--- src/rtl/fsp_pkg.sv ---
`timescale 1ns / 1ps
`default_nettype none
// ----------------------------------------------------------------------------
// fsp_pkg
// shared types and constants for the four-servo sequenced pulse generator
// ----------------------------------------------------------------------------
package fsp_pkg;

	localparam int NUM_SERVOS = 4;

	localparam logic [7:0] REST_POSITION    = 8'd150;
	localparam logic [7:0] HOLD_FRAMES      = 8'd50;
	localparam logic [7:0] HEARTBEAT_FRAMES = 8'd50;

	localparam logic [8:0] FINE_MAX   = 9'd511;
	localparam logic [2:0] DIM_MASK   = 3'd7;
	localparam logic [2:0] PHASE_IDLE = 3'd4;
	localparam logic [2:0] PHASE_LAST = 3'd3;

	typedef enum logic {
		KIND_FINE = 1'b0,
		KIND_SLOT = 1'b1
	} kind_t;

	typedef enum logic [1:0] {
		MODE_INACTIVE = 2'd0,
		MODE_MOVING   = 2'd1,
		MODE_DWELL    = 2'd2
	} mode_t;

	typedef enum logic [2:0] {
		CFG_END_LOW  = 3'd0,
		CFG_END_HIGH = 3'd1,
		CFG_DWELL    = 3'd2,
		CFG_HOLD_EN  = 3'd3,
		CFG_SINGLE   = 3'd4
	} cfg_idx_t;

	typedef struct packed {
		logic [31:0] end_low;
		logic [31:0] end_high;
		logic [9:0]  dwell_frames;
		logic        hold_enable;
		logic        single_input;
	} cfg_t;

	typedef struct packed {
		kind_t kind;
		logic  in_zero;
		logic  in_one;
	} item_t;

	typedef struct packed {
		logic [3:0] servo_pins;
		logic       status_led;
		mode_t      run_mode;
		logic       frame_done;
	} result_t;

endpackage
`default_nettype wire

--- src/rtl/fsp_cfg.sv ---
`timescale 1ns / 1ps
`default_nettype none
// ----------------------------------------------------------------------------
// fsp_cfg
// configuration register file, one write per cycle
// ----------------------------------------------------------------------------
module fsp_cfg
	import fsp_pkg::*;
(
	input  wire logic        clk,
	input  wire logic        arst_n,
	input  wire logic        wr_en,
	input  wire logic [2:0]  wr_index,
	input  wire logic [31:0] wr_data,
	output cfg_t             cfg
);

	cfg_t cfg_q;

	always_ff @(posedge clk or negedge arst_n) begin
		if (!arst_n) begin
			cfg_q.end_low      <= {4{REST_POSITION}};
			cfg_q.end_high     <= {4{REST_POSITION}};
			cfg_q.dwell_frames <= '0;
			cfg_q.hold_enable  <= 1'b0;
			cfg_q.single_input <= 1'b0;
		end else if (wr_en) begin
			unique case (cfg_idx_t'(wr_index))
				CFG_END_LOW:  cfg_q.end_low      <= wr_data;
				CFG_END_HIGH: cfg_q.end_high     <= wr_data;
				CFG_DWELL:    cfg_q.dwell_frames <= wr_data[9:0];
				CFG_HOLD_EN:  cfg_q.hold_enable  <= wr_data[0];
				CFG_SINGLE:   cfg_q.single_input <= wr_data[0];
				default: ;
			endcase
		end
	end

	assign cfg = cfg_q;

endmodule
`default_nettype wire

--- src/rtl/fsp_core.sv ---
`timescale 1ns / 1ps
`default_nettype none
// ----------------------------------------------------------------------------
// fsp_core
// servo, slot, dwell and heartbeat state with its single-pass update per word
// ----------------------------------------------------------------------------
module fsp_core
	import fsp_pkg::*;
(
	input  wire logic  clk,
	input  wire logic  arst_n,
	input  wire logic  en,
	input  wire item_t item,
	input  wire cfg_t  cfg,
	output result_t    res
);

	logic [7:0] width_q [NUM_SERVOS];
	logic [7:0] width_d [NUM_SERVOS];
	logic       tend_q  [NUM_SERVOS];
	logic       tend_d  [NUM_SERVOS];
	logic       hlev_q  [NUM_SERVOS];
	logic       hlev_d  [NUM_SERVOS];
	logic [7:0] htmr_q  [NUM_SERVOS];
	logic [7:0] htmr_d  [NUM_SERVOS];
	logic [7:0] tgt     [NUM_SERVOS];
	logic [1:0] ord     [NUM_SERVOS];

	logic [2:0] phase_q, phase_d;
	logic [8:0] fine_q, fine_d, fine_inc;
	logic [3:0] pins_q, pins_d;
	mode_t      mode_q, mode_d;
	logic [9:0] dwell_q, dwell_d, dwell_dec;
	logic [7:0] hbeat_q, hbeat_d;
	logic       led_q, led_d;
	logic [1:0] order_q, order_d;

	logic       found;
	logic [1:0] sel;
	logic [7:0] moved;
	logic       other;
	logic       done;

	// targets and search order
	always_comb begin
		for (int s = 0; s < NUM_SERVOS; s++) begin
			tgt[s] = tend_q[s] ? cfg.end_high[8*s +: 8] : cfg.end_low[8*s +: 8];
		end
		if (order_q == 2'b11) begin
			ord[0] = 2'd3;
			ord[1] = 2'd2;
			ord[2] = 2'd1;
			ord[3] = 2'd0;
		end else begin
			ord[0] = order_q[0] ? 2'd1 : 2'd0;
			ord[1] = order_q[0] ? 2'd0 : 2'd1;
			ord[2] = order_q[1] ? 2'd3 : 2'd2;
			ord[3] = order_q[1] ? 2'd2 : 2'd3;
		end
		found = 1'b0;
		sel   = 2'd0;
		for (int i = 0; i < NUM_SERVOS; i++) begin
			if (!found && (width_q[ord[i]] != tgt[ord[i]])) begin
				found = 1'b1;
				sel   = ord[i];
			end
		end
	end

	assign fine_inc  = (fine_q == FINE_MAX) ? fine_q : fine_q + 9'd1;
	assign dwell_dec = dwell_q - 10'd1;
	assign moved     = (width_q[sel] > tgt[sel]) ? width_q[sel] - 8'd1 : width_q[sel] + 8'd1;
	assign other     = cfg.single_input ? item.in_zero : item.in_one;

	always_comb begin
		width_d = width_q;
		tend_d  = tend_q;
		hlev_d  = hlev_q;
		htmr_d  = htmr_q;
		phase_d = phase_q;
		fine_d  = fine_q;
		pins_d  = pins_q;
		mode_d  = mode_q;
		dwell_d = dwell_q;
		hbeat_d = hbeat_q;
		led_d   = led_q;
		order_d = order_q;
		done    = 1'b0;
		if (en) begin
			if (item.kind == KIND_FINE) begin
				fine_d = fine_inc;
				if (phase_q < PHASE_IDLE) begin
					if (fine_inc >= {1'b0, width_q[phase_q[1:0]]}) begin
						pins_d[phase_q[1:0]] = hlev_q[phase_q[1:0]];
					end
				end
			end else begin
				fine_d = '0;
				if (phase_q == PHASE_IDLE) begin
					phase_d   = 3'd0;
					pins_d[0] = 1'b1;
				end else if (phase_q < PHASE_LAST) begin
					phase_d            = phase_q + 3'd1;
					pins_d[phase_d[1:0]] = 1'b1;
				end else begin
					done    = 1'b1;
					phase_d = PHASE_IDLE;
					// at most one servo steps per frame
					if (mode_q != MODE_DWELL && found) begin
						hlev_d[sel]  = 1'b0;
						width_d[sel] = moved;
						if (moved != tgt[sel]) begin
							mode_d = MODE_MOVING;
						end else begin
							htmr_d[sel] = cfg.hold_enable ? HOLD_FRAMES : 8'd0;
							mode_d      = MODE_DWELL;
						end
					end
					case (mode_d)
						MODE_MOVING: begin
							led_d   = 1'b1;
							dwell_d = cfg.dwell_frames;
						end
						MODE_DWELL: begin
							if (dwell_q != 10'd0) begin
								dwell_d = dwell_dec;
								led_d   = (dwell_dec[2:0] & DIM_MASK) == 3'd0;
							end else begin
								led_d  = 1'b0;
								mode_d = MODE_INACTIVE;
							end
						end
						MODE_INACTIVE: begin
							if (hbeat_q != 8'd0) begin
								hbeat_d = hbeat_q - 8'd1;
								led_d   = 1'b0;
							end else begin
								hbeat_d = HEARTBEAT_FRAMES;
								led_d   = 1'b1;
							end
							tend_d[0] = item.in_zero;
							tend_d[1] = item.in_zero;
							tend_d[2] = other;
							tend_d[3] = other;
							order_d   = {other, item.in_zero};
						end
						default: ;
					endcase
					for (int s = 0; s < NUM_SERVOS; s++) begin
						if (htmr_d[s] != 8'd0) begin
							htmr_d[s] = htmr_d[s] - 8'd1;
							if (htmr_d[s] == 8'd0) begin
								hlev_d[s] = cfg.hold_enable;
							end
						end
					end
				end
			end
		end
	end

	always_ff @(posedge clk or negedge arst_n) begin
		if (!arst_n) begin
			for (int s = 0; s < NUM_SERVOS; s++) begin
				width_q[s] <= REST_POSITION;
				tend_q[s]  <= 1'b0;
				hlev_q[s]  <= 1'b0;
				htmr_q[s]  <= 8'd0;
			end
			phase_q <= PHASE_IDLE;
			fine_q  <= '0;
			pins_q  <= '0;
			mode_q  <= MODE_INACTIVE;
			dwell_q <= '0;
			hbeat_q <= '0;
			led_q   <= 1'b0;
			order_q <= '0;
		end else begin
			width_q <= width_d;
			tend_q  <= tend_d;
			hlev_q  <= hlev_d;
			htmr_q  <= htmr_d;
			phase_q <= phase_d;
			fine_q  <= fine_d;
			pins_q  <= pins_d;
			mode_q  <= mode_d;
			dwell_q <= dwell_d;
			hbeat_q <= hbeat_d;
			led_q   <= led_d;
			order_q <= order_d;
		end
	end

	assign res.servo_pins = pins_d;
	assign res.status_led = led_d;
	assign res.run_mode   = mode_d;
	assign res.frame_done = done;

	a_fine_no_frame: assert property (@(posedge clk) disable iff (!arst_n)
		en && item.kind == KIND_FINE |-> !res.frame_done)
		else $error("frame step on a fine tick");

	a_frame_to_idle: assert property (@(posedge clk) disable iff (!arst_n)
		en && res.frame_done |=> phase_q == PHASE_IDLE)
		else $error("slot phase not idle after frame end");

	a_slot_clears_fine: assert property (@(posedge clk) disable iff (!arst_n)
		en && item.kind == KIND_SLOT |=> fine_q == 9'd0)
		else $error("fine count not cleared by slot tick");

endmodule
`default_nettype wire

--- src/rtl/four_servo_sequenced_pwm.sv ---
`timescale 1ns / 1ps
`default_nettype none
// ----------------------------------------------------------------------------
// four_servo_sequenced_pwm
// time-multiplexed pulse generator for four sequenced servos
// ----------------------------------------------------------------------------
// Each input word is one tick: tuser selects a fine tick (0) or a slot tick (1),
// tdata carries the two control input levels. Every word yields exactly one
// output word with the four pin levels, the LED level and the run mode in
// tdata, and tuser set when that tick closed a frame and ran the frame step.
// The cfg channel writes the five setup registers by index; it is always
// ready and is meant to be used while no word is in flight.
// A word is captured in the input register, then its state update and result
// are formed in one pass and land in the output register.
// Throughput: one word per cycle while m_tready holds; only output stalls limit it.
// When the receiver stalls, the held result waits and one more word may sit
// in the input register; s_tready drops only when both are full.
// Reset clears all servo widths to the rest position, the slot phase to the
// idle slot and the mode to inactive; no clearing pass is needed.
// ----------------------------------------------------------------------------
module four_servo_sequenced_pwm
	import fsp_pkg::*;
(
	input  wire logic        clk,
	input  wire logic        arst_n,
	input  wire logic        s_tvalid,
	output logic             s_tready,
	input  wire logic [7:0]  s_tdata,   // in_zero, in_one, zero fill
	input  wire logic        s_tuser,   // kind
	output logic             m_tvalid,
	input  wire logic        m_tready,
	output logic [7:0]       m_tdata,   // servo_pins[3:0], status_led, run_mode[1:0], zero
	output logic             m_tuser,   // frame_done
	input  wire logic        cfg_valid,
	output logic             cfg_ready,
	input  wire logic [2:0]  cfg_index,
	input  wire logic [31:0] cfg_data
);

	cfg_t    cfg;
	item_t   item_s1;
	logic    valid_s1;
	logic    advance;
	result_t res;
	result_t res_s2;
	logic    valid_s2;

	assign cfg_ready = 1'b1;

	fsp_cfg u_cfg (
		.clk      (clk),
		.arst_n   (arst_n),
		.wr_en    (cfg_valid & cfg_ready),
		.wr_index (cfg_index),
		.wr_data  (cfg_data),
		.cfg      (cfg)
	);

	assign advance  = valid_s1 && (!valid_s2 || m_tready);
	assign s_tready = !valid_s1 || advance;

	always_ff @(posedge clk or negedge arst_n) begin
		if (!arst_n) begin
			valid_s1 <= 1'b0;
			valid_s2 <= 1'b0;
		end else begin
			if (s_tready) begin
				valid_s1 <= s_tvalid;
			end
			if (advance) begin
				valid_s2 <= 1'b1;
			end else if (m_tready) begin
				valid_s2 <= 1'b0;
			end
		end
	end

	always_ff @(posedge clk) begin
		if (s_tvalid && s_tready) begin
			item_s1.kind    <= kind_t'(s_tuser);
			item_s1.in_zero <= s_tdata[0];
			item_s1.in_one  <= s_tdata[1];
		end
		if (advance) begin
			res_s2 <= res;
		end
	end

	fsp_core u_core (
		.clk    (clk),
		.arst_n (arst_n),
		.en     (advance),
		.item   (item_s1),
		.cfg    (cfg),
		.res    (res)
	);

	assign m_tvalid = valid_s2;
	assign m_tdata  = {1'b0, res_s2.run_mode, res_s2.status_led, res_s2.servo_pins};
	assign m_tuser  = res_s2.frame_done;

	a_stall_blocks_input: assert property (@(posedge clk) disable iff (!arst_n)
		valid_s1 && valid_s2 && !m_tready |-> !s_tready)
		else $error("input taken while both stages are full");

	a_advance_fills_output: assert property (@(posedge clk) disable iff (!arst_n)
		advance |=> m_tvalid)
		else $error("result lost after advance");

	a_drain_empties_output: assert property (@(posedge clk) disable iff (!arst_n)
		m_tvalid && m_tready && !advance |=> !m_tvalid)
		else $error("result repeated after it was taken");

endmodule
`default_nettype wire
--- config.mk ---
export PLATFORM = sky130hd
export DESIGN_NAME = four_servo_sequenced_pwm
export DESIGN_NICKNAME = d
export VERILOG_FILES = /design/src/rtl/fsp_pkg.sv /design/src/rtl/fsp_cfg.sv /design/src/rtl/fsp_core.sv /design/src/rtl/four_servo_sequenced_pwm.sv
export SDC_FILE = /design/constraint.sdc
export NUM_CORES = 1
export LEC_CHECK = 0
export BUFFER_PORTS_ARGS = -buffer_cell sky130_fd_sc_hd__buf_2
export CAP_MARGIN = 20
export CELL_PAD_IN_SITES_DETAIL_PLACEMENT = 1
export CELL_PAD_IN_SITES_GLOBAL_PLACEMENT = 2
export CORE_MARGIN = 2
export CORE_UTILIZATION = 36
export DETAILED_ROUTE_END_ITERATION = 8
export PLACE_DENSITY = 0.87
export REMOVE_ABC_BUFFERS = 1
export SLEW_MARGIN = 20
export SYNTH_ARGS = -nofsm -noshare
export SYNTH_HDL_FRONTEND = slang
export SYNTH_SLANG_ARGS = --single-unit
--- constraint.sdc ---
create_clock -name clk -period 7.55 [get_ports clk]
set_input_delay 0.755 -clock clk [delete_from_list [all_inputs] [get_ports clk]]
set_output_delay 0.755 -clock clk [all_outputs]
set_load 0.005 [all_outputs]
==> results of run 1 <==
-- synth_stat cells (16+ instances only) --
cell type / number
mux2_2: 99
mux4_2: 23
clkbuf_1: 42
a21oi_1: 132
buf_2: 20
dfrtp_1: 136
ha_1: 50
nor2_1: 136
nand2_1: 141
o21ai_0: 58
xnor2_1: 57
inv_1: 53
a31oi_1: 23
xor2_1: 16
nand4_1: 18
mux2i_1: 82
dfstp_2: 49
nand3_1: 35
nor3_1: 35
-- final timing paths --
kind / startpoint / endpoint / slack [ns] / depth (start not counted)
worst max register to register: u_core.order_q[1] / u_core.hlev_q[2] / -0.94 / 49
worst min register to register: u_core.pins_q[1] / u_core.pins_q[1] / 0.50 / 2
min in group clk: s_tdata[0] / item_s1[1] / 0.46 / 1
worst min-delay path: arst_n / u_core.htmr_q[27] / 0.28 / 1
max in group asynchronous: arst_n / u_cfg.cfg[31] / 5.83 / 2
worst max-delay path: u_core.order_q[1] / u_core.hlev_q[2] / -0.94 / 49
-- timing repair --
item / 4_1_cts / 5_1_grt
resized for setup: 193 / 132
setup endpoints to repair: 62 / 62
gates cloned: 1 / 2
pin swaps: 68 / 68
buffers inserted: 52 / 32
-- stage by stage --
| stage | cell area [sq um] | TNS [ns] |
|---|---|---|
| 4_1_cts | 17940 | -9.237 |
| 2_1_floorplan | 13070 | -181.64 |
| 6_report | 18780 | -40.99 |
| 3_3_place_gp | 16100 | -34.07 |
| 5_1_grt | 18780 | -55.13 |
| 3_5_place_dp | 16100 | -53.87 |
-- registers in the layout (all words and copies together), names as in the netlist, 3 cells and up --
| signal | count |
|---|---|
| u_core.dwell_q | 10 |
| m_tdata | 7 |
| u_cfg.cfg | 76 |
| u_core.phase_q | 3 |
| u_core.pins_q | 4 |
| u_core.fine_q | 9 |
| u_core.width_q | 32 |
| u_core.hlev_q | 4 |
| u_core.hbeat_q | 8 |
| item_s1 | 3 |
| u_core.htmr_q | 32 |
-- area by class of cell --
type	instances	area, sq um	area share, %
Sequential cell	196	5029	26.78
Multi-Input combinational cell	1100	9077	48.35
Timing Repair Buffer	407	3293	17.54
Tap cell	468	585.6	3.119
Inverter	53	201.4	1.073
Clock inverter	15	163.9	0.8730
Clock buffer	17	425.4	2.266
-- per-layer routing --
layer | GRT usage, % | vias to the layer above | part of all wire (%)
met2 | 43.35 | 407 | 51
met5 | 0 | - | 0.028
met1 | 29.97 | 6694 | 40
li1 | - | 5826 | -
met3 | 4.781 | 170 | 4.6
met4 | 10.83 | 2 | 4.7
-- power breakdown --
group / leakage (nW) / internal [mW] / switching [mW]
sequential: 2.29 / 1.39 / 0.335
combinational: 5.32 / 2.79 / 2.96
clock: 0.291 / 0.446 / 0.511
-- worst max-delay path, delay by kind of cell (launching register included) --
kind | cells | cell delay [ns]
AOI/OAI and AO/OA | 17 | 2.56
and+or+nand+nor | 16 | 2.53
buffers and inverters | 11 | 1.64
DFF | 1 | 0.60
adders and majority gates | 3 | 0.59
xor gates and xnor gates | 1 | 0.21
muxes | 1 | 0.20
-- logic make-up after synthesis --
kind of cell,count (synthesis),share of synthesized area (%)
AO/OA/AOI/OAI,309,14.12
XOR/XNOR,74,4.916
adder cells (fa/ha/maj),52,4.870
buffers and inverters,138,4.396
flip-flops,196,37.30
multiplexers,206,18.44
other,2,0.05578
AND/OR/NAND/NOR,457,15.91
==> flow_metrics.env, run 1 <==
export IMPL_synth_area_sq_um=13460
export IMPL_setup_viol_count_final=62
export IMPL_critical_path_most_common_cell="nand2_1"
export IMPL_crit_type="flop to flop"
export IMPL_chipWidth_microns=197.4
export IMPL_clk_latency_ns=0.48
export IMPL_hpwl_mm=31.67
export IMPL_endpoint_kind="flop"
export IMPL_vias=13099
export IMPL_min_period_ns=8.488
export IMPL_io_buffers=52
export IMPL_synth_edf_count=11
export IMPL_grt_pass1_wl_mm=75.76
export IMPL_cp_start_kind="flop"
export IMPL_antennaDiodeCount=0
export IMPL_nets=1875
export IMPL_grt_pass1_vias=13911
export IMPL_cp_required_ns=7.93
export IMPL_cts_hold_buf=0
export IMPL_setup_slack_ns=-0.9385
export IMPL_violations="negative setup slack"
export IMPL_postSynthAreaPerCell_sq_um=9.388
export IMPL_cap_violations=0
export IMPL_synth_distinct_cells=77
export IMPL_first_pass_iters=5
export IMPL_pwr_density_cell_nw_per_um2=449.3
export IMPL_place_inst=2146
export IMPL_final_common_cell="buf_4"
export IMPL_hp_class="input port to asynchronous set/reset pin"
export IMPL_p_leak_nw=7.908
export IMPL_max_freq_mhz=117.8
export IMPL_synth_top_area_share_pct=25.28
export IMPL_power_mw=8.436
export IMPL_final_cells=2256
export IMPL_cp_max_fo=7
export IMPL_cts_tree="yes"
export IMPL_synth_seq_cells=196
export IMPL_synthFlopType="dfrtp_1"
export IMPL_fin_hold_ws_ns=0.2819
export IMPL_yosysWarnings=0
export IMPL_numCtsBuffers=17
export IMPL_worst_slew_pin_slew_ns=1.080
export IMPL_cts_sinks=196
export IMPL_antenna_found_initial=1
export IMPL_drc=0
export IMPL_die_area_sq_um=38960
export IMPL_dieHeight_microns=197.4
export IMPL_arrival_ns=8.87
export IMPL_routedWlPerCell_microns=23.38
export IMPL_place_ws_ns=-1.231
export IMPL_drive_above_1_share_pct=45.19
export IMPL_io_pins=61
export IMPL_row_count=70
export IMPL_skew_ns=0.02435
export IMPL_async_flop_share_pct=94.39
export IMPL_slowest_stage="dfrtp_4"
export IMPL_grtUsageTotal_pct=24.91
export IMPL_wl_mm=52.75
export IMPL_ant_nets=0
export IMPL_slowest_delay_ns=0.60
export IMPL_slew_limit_headroom_pct=27.45
export IMPL_grt_start_max_net_pins=73
export IMPL_rsz0062_at_grt="yes"
export IMPL_initial_core_util_pct=36.69
export IMPL_cts_htree_levels=4
export IMPL_drt_iter0_markers=808
export IMPL_viasPerCell=5.806
export IMPL_n_fill_cell=4011
export IMPL_path_clk_slew_ns=0.10
export IMPL_clockBufferDepth=2
export IMPL_synth_largest_area_cell="dfrtp_1"
export IMPL_syn_to_final_growth_pct=39.46
export IMPL_clock_root_buffer="clkbuf_16"
export IMPL_ys_seq_area_share_pct=37.30
export IMPL_vdd_drop_max_mv=0.3278
export IMPL_syn_inst=1434
export IMPL_status="finished with violations"
export IMPL_hold_viol=0
export IMPL_post_route_util_pct=51.16
export IMPL_grt_ovfl_total=0
export IMPL_core_sq_um=36700
export IMPL_slew_violations=0
export IMPL_final_cell_mix="296 x buf_4, 134 x dfrtp_1, 122 x nand2_1"
export IMPL_fin_crit_sh_pct=112.4
export IMPL_synthTopCellsByArea="dfrtp_1 25%, dfstp_2 9.6%, mux2_2 8.3%"
export IMPL_routabilityCongestion=0.8404
(Power assumes the default switching activity.)
==> run 2: changes to the inputs <==
--- a/config.mk
+++ b/config.mk
@@ -6,7 +6,7 @@
 export NUM_CORES = 1
 export LEC_CHECK = 0
 export BUFFER_PORTS_ARGS = -buffer_cell sky130_fd_sc_hd__buf_2
-export CAP_MARGIN = 20
+export CAP_MARGIN = 40
 export CELL_PAD_IN_SITES_DETAIL_PLACEMENT = 1
 export CELL_PAD_IN_SITES_GLOBAL_PLACEMENT = 2
 export CORE_MARGIN = 2
@@ -14,6 +14,7 @@
 export DETAILED_ROUTE_END_ITERATION = 8
 export PLACE_DENSITY = 0.87
 export REMOVE_ABC_BUFFERS = 1
+export SKIP_CTS_REPAIR_TIMING = 1
 export SLEW_MARGIN = 20
 export SYNTH_ARGS = -nofsm -noshare
 export SYNTH_HDL_FRONTEND = slang
==> flow_metrics.env, run 2 (synthesis results as in run 1) <==
export IMPL_cp_start_kind="flop"
export IMPL_met1_length_mm=20.64
export IMPL_cap_violations=0
export IMPL_row_count=70
export IMPL_hold_viol=0
export IMPL_fin_hold_ws_ns=0.2865
export IMPL_r2r_end="u_core.hlev_q[0]"
export IMPL_min_period_ns=8.359
export IMPL_setup_slack_ns=-0.8088
export IMPL_vias=12804
export IMPL_status="finished with violations"
export IMPL_crit_path_start="u_core.order_q[1]"
export IMPL_rsz0062_at_grt="yes"
export IMPL_die_area_sq_um=38960
export IMPL_fin_crit_sh_pct=110.7
export IMPL_max_freq_mhz=119.6
export IMPL_finalInstanceArea_sq_um=18470
export IMPL_pwr_density_cell_nw_per_um2=436.8
export IMPL_rr_startpoint="u_core.order_q[1]"
export IMPL_crit_end="u_core.hlev_q[0]"
export IMPL_routabilityCongestion=0.8404
export IMPL_placed_area_sq_um=16160
export IMPL_ant_nets=0
export IMPL_vdd_drop_max_mv=0.3186
export IMPL_cp_required_ns=7.91
export IMPL_critical_path_most_common_cell="a21oi_2"
export IMPL_clk_latency_ns=0.48
export IMPL_chipWidth_microns=197.4
export IMPL_setup_viol_count_final=62
export IMPL_cts_htree_levels=4
export IMPL_slowest_delay_ns=0.58
export IMPL_slew_violations=0
export IMPL_ff2ff_setup_slack_ns=-0.81
export IMPL_slowest_stage="dfrtp_4"
export IMPL_top_layer_used="met4"
export IMPL_skew_ns=0.02096
export IMPL_wl_mm=49.84
export IMPL_drc=0
export IMPL_worst_slew_pin_slew_ns=0.8433
export IMPL_io_pins=61
export IMPL_routedWlPerCell_microns=22.25
export IMPL_tns_ns=-32.71
export IMPL_final_cells=2240
export IMPL_n_fill_cell=4070
export IMPL_place_ws_ns=-1.277
export IMPL_worstRegToRegCells=45
export IMPL_hpwl_mm=32.00
export IMPL_viasPerCell=5.716
export IMPL_numCtsBuffers=17
export IMPL_cp_max_fo=10
export IMPL_grtUsageTotal_pct=22.63
export IMPL_cts_sinks=196
export IMPL_path_clk_slew_ns=0.09
export IMPL_wl_met2_mm=25.51
export IMPL_drt_iter0_markers=744
export IMPL_clockBufferDepth=2
export IMPL_arrival_ns=8.72
export IMPL_dieHeight_microns=197.4
export IMPL_final_cell_mix="285 x buf_4, 134 x dfrtp_1, 127 x nand2_1"
export IMPL_violations="negative setup slack"
export IMPL_endpoint_kind="flop"
export IMPL_initial_core_util_pct=36.69
export IMPL_drive_above_1_share_pct=43.20
export IMPL_grt_pass1_vias=12919
export IMPL_clock_root_buffer="clkbuf_16"
export IMPL_syn_to_final_growth_pct=37.16
export IMPL_crit_type="flop to flop"
export IMPL_place_inst=2150
export IMPL_final_common_cell="buf_4"
export IMPL_power_mw=8.066
export IMPL_io_buffers=52
export IMPL_nets=1858
export IMPL_first_pass_iters=5
export IMPL_hp_class="input port to asynchronous set/reset pin"
export IMPL_antenna_found_initial=1
export IMPL_wl_met3_mm=2.130
export IMPL_grt_pass1_wl_mm=69.35
export IMPL_slew_limit_headroom_pct=43.57
export IMPL_grt_ovfl_total=0
export IMPL_cts_tree="yes"
export IMPL_p_leak_nw=7.741
export IMPL_post_route_util_pct=50.32
export IMPL_grt_start_max_net_pins=70
export IMPL_largest_reg_flops=76
export IMPL_core_sq_um=36700
-- run 2: cell count changes in the layout (fill, tap and decap cells not counted), sizes merged --
cell | before | now
clkinv | 7 | 5
diode | 0 | 1
buf | 405 | 388
bufinv | 0 | 1
clkinvlp | 0 | 1
-- run 2: worst min-delay path by stage --
stage                                 from                end  slack [ns]  depth (start not counted)
after floorplan           u_core.hlev_q[2]   u_core.hlev_q[2]        0.43                          2
after global placement    u_core.hlev_q[2]   u_core.hlev_q[2]        0.45                          2
after detailed placement  u_core.hlev_q[2]   u_core.hlev_q[2]        0.47                          2
after CTS                           arst_n  u_core.htmr_q[27]        0.30                          1
after global routing                arst_n  u_core.htmr_q[27]        0.33                          1
final                               arst_n  u_core.htmr_q[27]        0.29                          1
-- run 2: metal layers --
metal	vias up	track usage [%]
li1	5797	-
met1	6599	28.39
met2	305	39.76
met3	103	3.944
met4	0	6.656
met5	-	0
-- run 2: cell type report --
type                            count  area [sq um]  share of cell area [%]
Multi-Input combinational cell   1100          8951                   48.48
Antenna cell                        1         2.502                 0.01355
Clock buffer                       17         425.4                   2.304
Timing Repair Buffer              390          3100                   16.79
Clock inverter                     15         165.2                  0.8944
Sequential cell                   196          5029                   27.23
Inverter                           53         206.4                   1.118
Tap cell                          468         585.6                   3.171
-- run 2: critical path, delay by kind of cell, from the launching register on --
kind            cells  cell delay [ns]
compound gates     13             1.84
xor+xnor            2             0.35
fa+ha+maj           3             0.67
buf+inv             9             1.25
flops               1             0.58
mux                 4             0.80
simple gates       14             2.76
-- run 2: report_power, final --
| group | switching (mW) | total (mW) | internal, mW |
|---|---|---|---|
| clock network | 0.492 | 0.964 | 0.473 |
| registers | 0.327 | 1.72 | 1.39 |
| logic | 2.76 | 5.38 | 2.62 |
| total | 3.58 | 8.07 | 4.48 |
==> run 3: changes to the inputs <==
--- a/config.mk
+++ b/config.mk
@@ -10,9 +10,9 @@
 export CELL_PAD_IN_SITES_DETAIL_PLACEMENT = 1
 export CELL_PAD_IN_SITES_GLOBAL_PLACEMENT = 2
 export CORE_MARGIN = 2
-export CORE_UTILIZATION = 36
+export CORE_UTILIZATION = 43
 export DETAILED_ROUTE_END_ITERATION = 8
-export PLACE_DENSITY = 0.87
+export PLACE_DENSITY = 0.95
 export REMOVE_ABC_BUFFERS = 1
 export SKIP_CTS_REPAIR_TIMING = 1
 export SLEW_MARGIN = 20
==> constraint.sdc (replaced) <==
create_clock -name clk -period 9.95 [get_ports clk]
set_input_delay 0.995 -clock clk [delete_from_list [all_inputs] [get_ports clk]]
set_output_delay 0.995 -clock clk [all_outputs]
set_load 0.005 [all_outputs]
==> flow_metrics.env, run 3 (synthesis results as in run 1) <==
export IMPL_status="completed"
export IMPL_wl_mm=38.45
export IMPL_ant_nets=0
export IMPL_die_area_sq_um=32740
export IMPL_hp_class="input port to asynchronous set/reset pin"
export IMPL_skew_ns=0.01619
export IMPL_post_route_util_pct=48.84
export IMPL_p_leak_nw=6.070
export IMPL_first_pass_iters=5
export IMPL_slowest_stage="dfrtp_4"
export IMPL_final_cell_mix="141 x nand2_1, 135 x nor2_1, 134 x dfrtp_1"
export IMPL_multi_input_area_sq_um=7920
export IMPL_drc=0
export IMPL_wl_met3_mm=1.321
export IMPL_numCtsBuffers=17
export IMPL_arrival_ns=9.67
export IMPL_drt_iter0_markers=483
export IMPL_core_sq_um=30750
export IMPL_cp_max_fo=17
export IMPL_clockBufferDepth=2
export IMPL_max_freq_mhz=107.2
export IMPL_setup_viol_count_final=0
export IMPL_io_pins=61
export IMPL_n_fill_cell=3495
export IMPL_slowest_delay_ns=0.65
export IMPL_antennaDiodeCount=0
export IMPL_place_ws_ns=0.2321
export IMPL_initial_core_util_pct=43.78
export IMPL_routabilityCongestion=0.8262
export IMPL_regArea_sq_um=5029
export IMPL_clk_latency_ns=0.46
export IMPL_endpoint_kind="flop"
export IMPL_cts_htree_levels=4
export IMPL_top_layer_used="met4"
export IMPL_path_clk_slew_ns=0.07
export IMPL_routedWlPerCell_microns=20.41
export IMPL_setup_slack_ns=0.6258
export IMPL_hold_viol=0
export IMPL_grtUsageTotal_pct=23.85
export IMPL_grt_pass1_vias=11616
export IMPL_nets=1575
export IMPL_crit_type="flop to flop"
export IMPL_dieHeight_microns=180.9
export IMPL_critical_path_most_common_cell="nand2_1"
export IMPL_io_buffers=52
export IMPL_worst_slew_pin_slew_ns=0.7171
export IMPL_grt_ovfl_total=0
export IMPL_hpwl_mm=27.36
export IMPL_grt_start_max_net_pins=55
export IMPL_wl_met2_mm=18.86
export IMPL_row_count=64
export IMPL_met1_length_mm=17.36
export IMPL_chipWidth_microns=180.9
export IMPL_grt_pass1_wl_mm=62.62
export IMPL_antenna_found_initial=1
export IMPL_largest_reg_flops=76
export IMPL_vias=11157
export IMPL_cap_violations=0
export IMPL_syn_to_final_growth_pct=11.56
export IMPL_cts_sinks=196
export IMPL_slew_violations=0
export IMPL_slew_limit_headroom_pct=52.14
export IMPL_viasPerCell=5.922
export IMPL_drive_above_1_share_pct=22.51
export IMPL_vdd_drop_max_mv=0.1898
export IMPL_fin_crit_sh_pct=93.71
export IMPL_clock_root_buffer="clkbuf_16"
export IMPL_cts_tree="yes"
export IMPL_cp_required_ns=10.29
export IMPL_cp_start_kind="flop"
export IMPL_min_period_ns=9.324
export IMPL_final_common_cell="nand2_1"
export IMPL_pwr_density_cell_nw_per_um2=299.7
-- run 3: changes by cell type in the layout (fill, tap and decap cells not counted), sizes merged --
cell	delta
buf	-282
clkbuf	+5
inv	-5
clkinv	-2
clkinvlp	+1
diode	-1
-- run 3: metrics by stage --
stage	hold slack [ns]	total power, mW	setup TNS [ns]	cells	area (sq um)
4_1_cts	0.4900	4.454	0	1877	14870
5_1_grt	0.5165	4.843	-0.02659	1884	15020
3_5_place_dp	0.4890	3.714	0	1845	14290
2_1_floorplan	0.4340	3.024	-22.56	1349	13070
3_3_place_gp	0.4779	3.604	0	1841	14220
6_report	0.4884	4.501	0	1884	15020
-- run 3: final timing paths --
| path | to | cells after the start | slack (ns) | start |
|---|---|---|---|---|
| hold reg to reg | u_core.hlev_q[2] | 2 | 0.49 | u_core.hlev_q[2] |
| setup / recovery | u_core.hlev_q[2] | 41 | 0.63 | u_core.order_q[0] |
| max in group asynchronous | u_cfg.cfg[19] | 4 | 7.91 | arst_n |
| min in group clk | u_core.hlev_q[2] | 2 | 0.49 | u_core.hlev_q[2] |
| setup reg to reg | u_core.hlev_q[2] | 41 | 0.63 | u_core.order_q[0] |
| hold / removal | u_cfg.cfg[11] | 1 | 0.49 | arst_n |
-- run 3: cell type report --
| cell class | count | share of cell area [%] |
|---|---|---|
| clock buffer | 23 | 3.249 |
| clock inverter | 9 | 0.6248 |
| inverter | 53 | 1.325 |
| multi-input combinational | 1100 | 52.73 |
| sequential | 196 | 33.48 |
| tap | 396 | 3.299 |
| timing repair buffer | 107 | 5.290 |
-- run 3: power by group --
group,leakage (nW),internal (mW),switching [mW],total [mW]
registers,2.29,1.06,0.274,1.33
clock network,0.281,0.375,0.331,0.706
logic,3.50,1.05,1.41,2.46
total,6.07,2.49,2.01,4.50
-- run 3: critical path, delay by kind of cell, from the launching register on --
kind / cells / cell delay, ns
AO/OA/AOI/OAI: 17 / 2.93
buffers and inverters: 3 / 0.77
multiplexers: 2 / 0.67
XOR/XNOR: 2 / 0.39
adder cells (fa/ha/maj): 3 / 0.97
flip-flops: 1 / 0.65
AND/OR/NAND/NOR: 14 / 2.82
-- run 3: metal layers --
metal	up-vias	global-route usage, %
met1	5684	31.20
li1	5215	-
met3	58	3.467
met2	200	40.60
met5	-	0
met4	0	8.033
